[src/rtl/h64mix_pkg.sv]
`timescale 1ns / 1ps
`default_nettype none
// Shared types and constants for the 64-bit multiply-mix key hash.
// Used by the front, back, multiplier and top-level modules.

package h64mix_pkg;

   localparam logic [63:0] MIX_MUL   = 64'hc6a4a7935bd1e995;
   localparam int unsigned MIX_SHIFT = 47;

   localparam int unsigned WORD_W  = 64;
   localparam int unsigned BYTES_W = 4;
   localparam int unsigned LEN_W   = 31;
   localparam int unsigned SEED_W  = 32;

   localparam logic [BYTES_W-1:0] FULL_BYTES = 4'd8;

   typedef enum logic [1:0] {
      KIND_FULL,
      KIND_PART,
      KIND_EMPTY
   } word_kind_type;

   typedef struct packed {
      logic [WORD_W-1:0] word;
      word_kind_type     kind;
      logic              last;
      logic [LEN_W-1:0]  length;
   } work_item_type;

   typedef enum logic [3:0] {
      ST_IDLE,
      ST_INIT,
      ST_DISPATCH,
      ST_PM1,
      ST_PM2,
      ST_HMUL,
      ST_AV0,
      ST_AV1,
      ST_EMIT
   } back_state_type;

endpackage

`default_nettype wire

[src/rtl/h64mix_fifo.sv]
`timescale 1ns / 1ps
`default_nettype none
// Small register queue between the front and back parts.
// Generic in width and depth; no package dependency.

module h64mix_fifo #(
   parameter int unsigned Width = 8,
   parameter int unsigned Depth = 2
) (
   input  wire logic             clock,
   input  wire logic             reset,
   input  wire logic             push,
   input  wire logic [Width-1:0] push_data,
   input  wire logic             pop,
   output logic      [Width-1:0] head_data,
   output logic                  full,
   output logic                  empty
);

   localparam int unsigned PtrW = (Depth > 1) ? $clog2(Depth) : 1;
   localparam int unsigned CntW = $clog2(Depth + 1);

   logic [Width-1:0] mem_ff [Depth];
   logic [PtrW-1:0]  wr_ptr_ff, wr_ptr_in;
   logic [PtrW-1:0]  rd_ptr_ff, rd_ptr_in;
   logic [CntW-1:0]  count_ff, count_in;
   logic             do_push, do_pop;

   assign full      = (count_ff == CntW'(Depth));
   assign empty     = (count_ff == '0);
   assign head_data = mem_ff[rd_ptr_ff];
   assign do_push   = push && !full;
   assign do_pop    = pop && !empty;

   always_comb begin
      wr_ptr_in = wr_ptr_ff;
      rd_ptr_in = rd_ptr_ff;
      count_in  = count_ff;
      if (do_push) begin
         wr_ptr_in = (wr_ptr_ff == PtrW'(Depth - 1)) ? '0 : wr_ptr_ff + 1'b1;
      end
      if (do_pop) begin
         rd_ptr_in = (rd_ptr_ff == PtrW'(Depth - 1)) ? '0 : rd_ptr_ff + 1'b1;
      end
      if (do_push && !do_pop) begin
         count_in = count_ff + 1'b1;
      end else if (do_pop && !do_push) begin
         count_in = count_ff - 1'b1;
      end
   end

   always_ff @(posedge clock) begin
      if (reset) begin
         wr_ptr_ff <= '0;
         rd_ptr_ff <= '0;
         count_ff  <= '0;
      end else begin
         wr_ptr_ff <= wr_ptr_in;
         rd_ptr_ff <= rd_ptr_in;
         count_ff  <= count_in;
      end
   end

   always_ff @(posedge clock) begin
      if (do_push) begin
         mem_ff[wr_ptr_ff] <= push_data;
      end
   end

endmodule

`default_nettype wire

[src/rtl/h64mix_front.sv]
`timescale 1ns / 1ps
`default_nettype none
// Front part: accepts key words and classifies them as full, partial or empty.
// Depends on h64mix_pkg for the work item layout.

module h64mix_front (
   input  wire logic                         req_valid,
   output logic                              req_stall,
   input  wire logic [63:0]                  req_key_word,
   input  wire logic [3:0]                   req_word_bytes,
   input  wire logic                         req_last_word,
   input  wire logic [30:0]                  req_total_length,
   input  wire logic                         queue_full,
   output logic                              queue_push,
   output h64mix_pkg::work_item_type         queue_item
);
   import h64mix_pkg::*;

   logic [BYTES_W-1:0] nbytes;
   logic [WORD_W-1:0]  masked;

   assign nbytes = (req_word_bytes > FULL_BYTES) ? FULL_BYTES : req_word_bytes;

   always_comb begin
      for (int i = 0; i < 8; i++) begin
         masked[i*8 +: 8] = (BYTES_W'(i) < nbytes) ? req_key_word[i*8 +: 8] : 8'h00;
      end
   end

   always_comb begin
      queue_item.word   = masked;
      queue_item.length = req_total_length;
      if (nbytes == FULL_BYTES) begin
         queue_item.kind = KIND_FULL;
      end else if (nbytes == '0) begin
         queue_item.kind = KIND_EMPTY;
      end else begin
         queue_item.kind = KIND_PART;
      end
      queue_item.last = req_last_word || (nbytes != FULL_BYTES);
   end

   assign req_stall  = queue_full;
   assign queue_push = req_valid && !queue_full;

endmodule

`default_nettype wire

[src/rtl/h64mix_mul.sv]
`timescale 1ns / 1ps
`default_nettype none
// Sequential 64-bit by constant multiplier, low 64 bits of the product.
// One 32x32 partial product per cycle; depends on h64mix_pkg for the constant.

module h64mix_mul (
   input  wire logic        clock,
   input  wire logic        reset,
   input  wire logic        start,
   input  wire logic [63:0] operand,
   output logic             done,
   output logic [63:0]      product
);
   import h64mix_pkg::*;

   localparam logic [1:0] STEP_LOW  = 2'd0;
   localparam logic [1:0] STEP_MIDA = 2'd1;
   localparam logic [1:0] STEP_MIDB = 2'd2;

   logic [63:0] a_ff;
   logic [63:0] acc_ff, acc_in;
   logic [1:0]  step_ff, step_in;
   logic        busy_ff, busy_in;
   logic        done_ff, done_in;
   logic [31:0] mul_x, mul_y;
   logic [63:0] mul_p;

   assign mul_x = (step_ff == STEP_MIDB) ? a_ff[63:32] : a_ff[31:0];
   assign mul_y = (step_ff == STEP_MIDA) ? MIX_MUL[63:32] : MIX_MUL[31:0];
   assign mul_p = 64'(mul_x) * 64'(mul_y);

   always_comb begin
      acc_in  = acc_ff;
      step_in = step_ff;
      busy_in = busy_ff;
      done_in = 1'b0;
      if (start) begin
         busy_in = 1'b1;
         step_in = STEP_LOW;
      end else if (busy_ff) begin
         case (step_ff)
            STEP_LOW: begin
               acc_in  = mul_p;
               step_in = STEP_MIDA;
            end
            STEP_MIDA: begin
               acc_in[63:32] = acc_ff[63:32] + mul_p[31:0];
               step_in       = STEP_MIDB;
            end
            STEP_MIDB: begin
               acc_in[63:32] = acc_ff[63:32] + mul_p[31:0];
               busy_in       = 1'b0;
               done_in       = 1'b1;
            end
            default: begin
               busy_in = 1'b0;
            end
         endcase
      end
   end

   always_ff @(posedge clock) begin
      if (reset) begin
         busy_ff <= 1'b0;
         done_ff <= 1'b0;
         step_ff <= STEP_LOW;
      end else begin
         busy_ff <= busy_in;
         done_ff <= done_in;
         step_ff <= step_in;
      end
   end

   always_ff @(posedge clock) begin
      acc_ff <= acc_in;
      if (start) begin
         a_ff <= operand;
      end
   end

   assign done    = done_ff;
   assign product = acc_ff;

endmodule

`default_nettype wire

[src/rtl/h64mix_back.sv]
`timescale 1ns / 1ps
`default_nettype none
// Back part: sequencer that folds queued words into the running hash,
// holds the seed register and the result register. Uses h64mix_pkg and h64mix_mul.

module h64mix_back (
   input  wire logic                         clock,
   input  wire logic                         reset,
   input  wire logic                         csr_valid,
   output logic                              csr_ready,
   input  wire logic [31:0]                  csr_hash_seed,
   input  wire logic                         queue_empty,
   input  h64mix_pkg::work_item_type         queue_head,
   output logic                              queue_pop,
   output logic                              rsp_valid,
   input  wire logic                         rsp_stall,
   output logic [63:0]                       rsp_hash_value
);
   import h64mix_pkg::*;

   back_state_type state_ff, state_in;
   work_item_type  cur_ff, cur_in;
   logic [63:0]    hash_ff, hash_in;
   logic           at_start_ff, at_start_in;
   logic [31:0]    seed_ff;
   logic           rsp_valid_ff, rsp_valid_in;
   logic [63:0]    rsp_hash_ff, rsp_hash_in;
   logic           mul_start, mul_done;
   logic [63:0]    mul_a, mul_p;
   logic           out_free;

   h64mix_mul u_mul (
      .clock   (clock),
      .reset   (reset),
      .start   (mul_start),
      .operand (mul_a),
      .done    (mul_done),
      .product (mul_p)
   );

   assign out_free  = !rsp_valid_ff || !rsp_stall;
   assign csr_ready = 1'b1;

   always_comb begin
      state_in = state_ff;
      case (state_ff)
         ST_IDLE: begin
            if (!queue_empty) begin
               state_in = at_start_ff ? ST_INIT : ST_DISPATCH;
            end
         end
         ST_INIT: begin
            if (mul_done) begin
               state_in = ST_DISPATCH;
            end
         end
         ST_DISPATCH: begin
            case (cur_ff.kind)
               KIND_FULL: state_in = ST_PM1;
               KIND_PART: state_in = ST_HMUL;
               default:   state_in = ST_AV0;
            endcase
         end
         ST_PM1: begin
            if (mul_done) begin
               state_in = ST_PM2;
            end
         end
         ST_PM2: begin
            if (mul_done) begin
               state_in = ST_HMUL;
            end
         end
         ST_HMUL: begin
            if (mul_done) begin
               state_in = cur_ff.last ? ST_AV0 : ST_IDLE;
            end
         end
         ST_AV0: begin
            state_in = ST_AV1;
         end
         ST_AV1: begin
            if (mul_done) begin
               state_in = ST_EMIT;
            end
         end
         ST_EMIT: begin
            if (out_free) begin
               state_in = ST_IDLE;
            end
         end
         default: begin
            state_in = ST_IDLE;
         end
      endcase
   end

   always_comb begin
      cur_in       = cur_ff;
      hash_in      = hash_ff;
      at_start_in  = at_start_ff;
      queue_pop    = 1'b0;
      mul_start    = 1'b0;
      mul_a        = '0;
      rsp_valid_in = rsp_valid_ff && rsp_stall;
      rsp_hash_in  = rsp_hash_ff;
      case (state_ff)
         ST_IDLE: begin
            if (!queue_empty) begin
               queue_pop = 1'b1;
               cur_in    = queue_head;
               if (at_start_ff) begin
                  mul_start = 1'b1;
                  mul_a     = 64'(queue_head.length);
               end
            end
         end
         ST_INIT: begin
            if (mul_done) begin
               hash_in = 64'(seed_ff) ^ mul_p;
            end
         end
         ST_DISPATCH: begin
            case (cur_ff.kind)
               KIND_FULL: begin
                  mul_start = 1'b1;
                  mul_a     = cur_ff.word;
               end
               KIND_PART: begin
                  mul_start = 1'b1;
                  mul_a     = hash_ff ^ cur_ff.word;
               end
               default: begin
               end
            endcase
         end
         ST_PM1: begin
            if (mul_done) begin
               mul_start = 1'b1;
               mul_a     = mul_p ^ (mul_p >> MIX_SHIFT);
            end
         end
         ST_PM2: begin
            if (mul_done) begin
               mul_start = 1'b1;
               mul_a     = hash_ff ^ mul_p;
            end
         end
         ST_HMUL: begin
            if (mul_done) begin
               hash_in     = mul_p;
               at_start_in = 1'b0;
            end
         end
         ST_AV0: begin
            mul_start = 1'b1;
            mul_a     = hash_ff ^ (hash_ff >> MIX_SHIFT);
         end
         ST_AV1: begin
            if (mul_done) begin
               hash_in = mul_p ^ (mul_p >> MIX_SHIFT);
            end
         end
         ST_EMIT: begin
            if (out_free) begin
               rsp_valid_in = 1'b1;
               rsp_hash_in  = hash_ff;
               hash_in      = '0;
               at_start_in  = 1'b1;
            end
         end
         default: begin
         end
      endcase
   end

   always_ff @(posedge clock) begin
      if (reset) begin
         state_ff     <= ST_IDLE;
         at_start_ff  <= 1'b1;
         hash_ff      <= '0;
         seed_ff      <= '0;
         rsp_valid_ff <= 1'b0;
      end else begin
         state_ff     <= state_in;
         at_start_ff  <= at_start_in;
         hash_ff      <= hash_in;
         rsp_valid_ff <= rsp_valid_in;
         if (csr_valid && csr_ready) begin
            seed_ff <= csr_hash_seed;
         end
      end
   end

   always_ff @(posedge clock) begin
      cur_ff      <= cur_in;
      rsp_hash_ff <= rsp_hash_in;
   end

   assign rsp_valid      = rsp_valid_ff;
   assign rsp_hash_value = rsp_hash_ff;

endmodule

`default_nettype wire

[src/rtl/hash64_multiply_mix_64bit_words_top.sv]
`timescale 1ns / 1ps
`default_nettype none
// Top level of the 64-bit multiply-mix key hash.
// Instantiates h64mix_front, h64mix_fifo and h64mix_back; uses h64mix_pkg.
//
//   Port group   Direction  Handshake          Payload
//   req_*        in         valid / stall      key_word, word_bytes, last_word, total_length
//   rsp_*        out        valid / stall      hash_value
//   csr_*        in         valid / ready      hash_seed
//
// Each 64-bit constant multiply runs on one shared 32x32 multiplier.
// A full word takes three multiplies, a partial word one, an empty last word none; the first
// word of a key adds one, and the last word one for the final avalanche and result load.
// Reset is synchronous; the seed clears to zero and the next word starts a key.
// The input queue keeps taking words, until it is full, while the back part or a stalled result waits.

module hash64_multiply_mix_64bit_words_top #(
   parameter int unsigned QueueDepth = 2
) (
   input  wire logic        clock,
   input  wire logic        reset,
   input  wire logic        req_valid,
   output logic             req_stall,
   input  wire logic [63:0] req_key_word,
   input  wire logic [3:0]  req_word_bytes,
   input  wire logic        req_last_word,
   input  wire logic [30:0] req_total_length,
   output logic             rsp_valid,
   input  wire logic        rsp_stall,
   output logic [63:0]      rsp_hash_value,
   input  wire logic        csr_valid,
   output logic             csr_ready,
   input  wire logic [31:0] csr_hash_seed
);
   import h64mix_pkg::*;

   work_item_type push_item, head_item;
   logic          q_push, q_pop, q_full, q_empty;

   h64mix_front u_front (
      .req_valid        (req_valid),
      .req_stall        (req_stall),
      .req_key_word     (req_key_word),
      .req_word_bytes   (req_word_bytes),
      .req_last_word    (req_last_word),
      .req_total_length (req_total_length),
      .queue_full       (q_full),
      .queue_push       (q_push),
      .queue_item       (push_item)
   );

   h64mix_fifo #(
      .Width ($bits(work_item_type)),
      .Depth (QueueDepth)
   ) u_queue (
      .clock     (clock),
      .reset     (reset),
      .push      (q_push),
      .push_data (push_item),
      .pop       (q_pop),
      .head_data (head_item),
      .full      (q_full),
      .empty     (q_empty)
   );

   h64mix_back u_back (
      .clock          (clock),
      .reset          (reset),
      .csr_valid      (csr_valid),
      .csr_ready      (csr_ready),
      .csr_hash_seed  (csr_hash_seed),
      .queue_empty    (q_empty),
      .queue_head     (head_item),
      .queue_pop      (q_pop),
      .rsp_valid      (rsp_valid),
      .rsp_stall      (rsp_stall),
      .rsp_hash_value (rsp_hash_value)
   );

endmodule

`default_nettype wire

[config.mk]
export PLATFORM = sky130hd
export DESIGN_NAME = hash64_multiply_mix_64bit_words_top
export DESIGN_NICKNAME = d
export VERILOG_FILES = /design/src/rtl/h64mix_pkg.sv /design/src/rtl/h64mix_fifo.sv /design/src/rtl/h64mix_front.sv /design/src/rtl/h64mix_mul.sv /design/src/rtl/h64mix_back.sv /design/src/rtl/hash64_multiply_mix_64bit_words_top.sv
export SDC_FILE = /design/constraint.sdc
export NUM_CORES = 2
export LEC_CHECK = 0
export BUFFER_PORTS_ARGS = -buffer_cell sky130_fd_sc_hd__buf_2
export CAP_MARGIN = 10
export CORE_ASPECT_RATIO = 1.2
export CORE_UTILIZATION = 50
export CTS_BUF_LIST = sky130_fd_sc_hd__clkbuf_2 sky130_fd_sc_hd__clkbuf_4 sky130_fd_sc_hd__clkbuf_8
export DETAILED_ROUTE_END_ITERATION = 7
export PLACE_DENSITY = 0.69
export SETUP_SLACK_MARGIN = 0.4
export SYNTH_ARGS = -nofsm -noshare
export SYNTH_HDL_FRONTEND = slang
export SYNTH_HIERARCHICAL = 1
export SYNTH_SLANG_ARGS = --single-unit
[constraint.sdc]
create_clock -name clock -period 9.4 [get_ports clock]
set_input_delay 1.41 -clock clock [delete_from_list [all_inputs] [get_ports clock]]
set_output_delay 1.41 -clock clock [all_outputs]
set_load 0.05 [all_outputs]
==> results.toml <==
[worst_setup_path]
worst-setup-path-type = "reg2reg"
rr_startpoint = "u_back/u_mul/step_ff[0]$_SDFFE_PP0P_"
worst-path-max-fanout = 14
cp_capture_type = "register"
cp.arrival_ns = 9.47
critical_path.startpoint_type = "register"
worstSetupStartpoint = "u_back/u_mul/step_ff[0]$_SDFFE_PP0P_"
slowest_stage = "sky130_fd_sc_hd__fa_1"
required_time_at_the_worst_slack_endpoint_ns = 9.91
rrSetupSlack_ns = 0.44
critical_path.max_stage_delay_ns = 0.58
timing.critical_path.mode_cell = "sky130_fd_sc_hd__fa_1"

[placed_design]
gpl.final_weighted_congestion = 1.05
buffer_ports.inserted = 202
dp_hpwl_mm = 125

[floorplan]
ioPinCount = 204
die_height_um = 349
area_of_the_core_um2 = 99800
die_x_um = 292
number_of_core_rows = 127
dieArea_um2 = 102000
initial_core_utilization_pct = 50.4

[sta]
grt_setup_unrepaired = "yes"
worst_pin_slew_ns = 1.31
period_minus_slack_ns = 8.96
fin_worst_skew_ns = 0.0283
slew_viol_final = 0
timing.final.crit_share_pct = 95.3
timing.final.hold_violations = 0
worst_slew_margin_rel_pct = 11.8
finalSetupTns_ns = 0
timing.final.setup_violations = 0
timing.fmax_ghz = 0.112

[run]
max_cap_violations = 0

[final_layout]
nNetsFinal = 5986
n_fill_cell = 8474
flow.area_growth_from_synthesis_pct = 12.7
final_layout_size_suffix_gt1_share_pct = 18.7

[route]
drt-total-wl_mm = 157
route.detailed.vias_per_inst = 5.86
detail-route-antenna-nets = 0
num_vias = 36100
detail_route.wl_per_cell_um = 25.5
drc = 15
firstDrtPassIters = 8
first_iter_violations = 3767

[clock_tree]
cts_hold_buffers = 0
cts_tree = "done"
clock-root-buffer = "sky130_fd_sc_hd__clkbuf_8"
cts.path.max_buffers = 3
worst_skew_pair.late_latency_ns = 0.68
cts_max_level = 3
cts_buffers = 82
clkSlewWorstSetupHoldPaths_ns = 0.07
clock_sinks = 566

[synth]
async_flop_share_pct = 0
yosysSeqAreaShare_pct = 31.6
yosys_most_used_dff = "sky130_fd_sc_hd__edfxtp_1"
synthesis.area_per_instance_um2 = 11.2
postSynthCellCount = 4478
yosys.cell_count.top_type = "sky130_fd_sc_hd__inv_1"
synth_top_area_share_pct = 27.2
ys_warn_count = 6
yosys-top-cells-count = "791 x sky130_fd_sc_hd__inv_1, 613 x sky130_fd_sc_hd__fa_1, 455 x sky130_fd_sc_hd__edfxtp_1, 440 x sky130_fd_sc_hd__ha_1, 216 x sky130_fd_sc_hd__nand2_1"
synth_seq_cells = 566
count_of_flip_flops_with_a_built_in_enable_after_synthesis = 455
synth_area_um2 = 50300
synth_top_area_cell = "sky130_fd_sc_hd__edfxtp_1"
yosysUniqueCellTypes = 104
netlist_top_cells_area = "sky130_fd_sc_hd__edfxtp_1 27%, sky130_fd_sc_hd__fa_1 24%, sky130_fd_sc_hd__ha_1 11%, sky130_fd_sc_hd__inv_1 5.9%, sky130_fd_sc_hd__dfxtp_1 4.4%"

[outcome]
failed_checks = "DRC"
outcome = "finished, violations left"

[worst_hold_path]
hold_path_startpoint = "u_back/hash_ff[18]$_SDFFE_PP0P_"
hp-class = "reg2reg"

[global_route]
initial_antenna_violation_count = 3
grt-ovfl-total = 0
globalRouteTotalUtil_pct = 31.0
grt_max_degree = 65
grt_first_pass_wirelength_mm = 234
first_global_vias = 36600
[logic make-up after synthesis]
family,synth area share (%)
adders and majority gates,35.4
DFF,31.6
and+or+nand+nor,6.67
AOI/OAI and AO/OA,11.8
muxes,3.81
other,0.0224
xor gates and xnor gates,2.82
buffers and inverters,7.97
[area by class of cell]
| class | count | area, um2 | share of cell area [%] |
|---|---|---|---|
| Antenna cell | 3 | 7.51 | 0.0133 |
| Clock buffer | 105 | 1330 | 2.34 |
| Clock inverter | 48 | 417 | 0.735 |
| Inverter | 795 | 3000 | 5.29 |
| Multi-Input combinational cell | 2910 | 31400 | 55.5 |
| Sequential cell | 566 | 15900 | 28.1 |
| Tap cell | 1290 | 1610 | 2.85 |
| Timing Repair Buffer | 441 | 2960 | 5.23 |
[registers in the layout (all words and copies together) (netlist names), named ones only]
register,count
u_back/state_ff,4
u_back/u_mul/done,1
u_back/cur_ff,67
u_back/u_mul/step_ff,2
u_back/u_mul/busy_ff,1
u_back/u_mul/a_ff,64
u_queue/mem_ff,196
u_queue/wr_ptr_ff,1
u_back/rsp_hash_value,64
u_back/hash_ff,64
u_back/seed_ff,32
u_back/at_start_ff,1
u_queue/count_ff,2
u_back/rsp_valid,1
u_queue/rd_ptr_ff,1
u_back/u_mul/product,64
[through the flow]
stage	hold slack [ns]	cells	cell area, um2	setup WS (ns)	utilization [%]
detailed placement	0.437	5956	53500	0.0250	53.6
global placement	0.452	5956	53500	0.0464	53.6
finish	0.466	6158	56700	0.444	56.8
global route	0.480	6157	56700	0.191	56.8
CTS	0.452	6130	55800	0.372	55.9
floorplan	0.425	4479	50300	0.446	-
[worst max-delay path, delay by kind of cell, from the launching register on]
family | cells | cell delay, ns
AOI/OAI and AO/OA | 11 | 2.36
xor gates and xnor gates | 1 | 0.15
adders and majority gates | 11 | 4.73
buffers and inverters | 8 | 0.71
DFF | 1 | 0.37
muxes | 1 | 0.37
and+or+nand+nor | 1 | 0.06
[repair_timing]
action / CTS / global route
gates cloned: 2 / 1
buffers inserted: 19 / 24
setup endpoints to repair: 9 / 18
pin swaps: 14 / 37
gates resized for setup: 68 / 139
[routing by layer]
| metal | GRT usage [%] | wire, um | up-vias |
|---|---|---|---|
| li1 | - | - | 15900 |
| met1 | 39.6 | 59800 | 18000 |
| met2 | 52.4 | 76300 | 1878 |
| met3 | 3.96 | 12500 | 355 |
| met4 | 14.6 | 8370 | 2 |
| met5 | 0 | 17 | - |
[worst paths after layout]
| kind | endpoint | cells past startpoint |
|---|---|---|
| worst min register to register | u_back/rsp_hash_value[18]$_DFFE_PP_ | 0 |
| worst max-delay path | u_back/u_mul/product[61]$_DFFE_PP_ | 33 |
| worst min-delay path | u_back/rsp_hash_value[18]$_DFFE_PP_ | 0 |
| worst max register to register | u_back/u_mul/product[61]$_DFFE_PP_ | 33 |
[cell usage in the layout (no fill, tap or decap), drive strengths merged, types with 11 or more instances in the layout]
master	Yosys	layout
a211oi	12	12
nand4	21	21
fa	613	613
o221a	25	25
a21oi	200	200
nand2	216	216
clkbuf	116	106
inv	793	796
o2bb2ai	18	18
o221ai	41	41
a31oi	23	23
nand3	49	49
and3	39	39
and2	24	24
dfxtp	111	111
xor2	62	62
a221oi	42	42
ha	440	440
nor3	21	21
nor2	192	192
o21bai	19	19
o21ai	150	150
o21a	24	24
a21boi	30	30
clkinv	2	36
a22oi	14	14
or2	11	11
a21o	91	91
edfxtp	455	455
mux2i	66	66
buf	91	440
nor2b	63	63
a221o	27	27
or3	25	25
a222oi	39	39
a32oi	14	14
mux2	105	105
xnor2	100	100
Power is left out: the tool's default activity adds up to more than one toggle a clock period on the data nets, which glitch-free logic cannot reach.
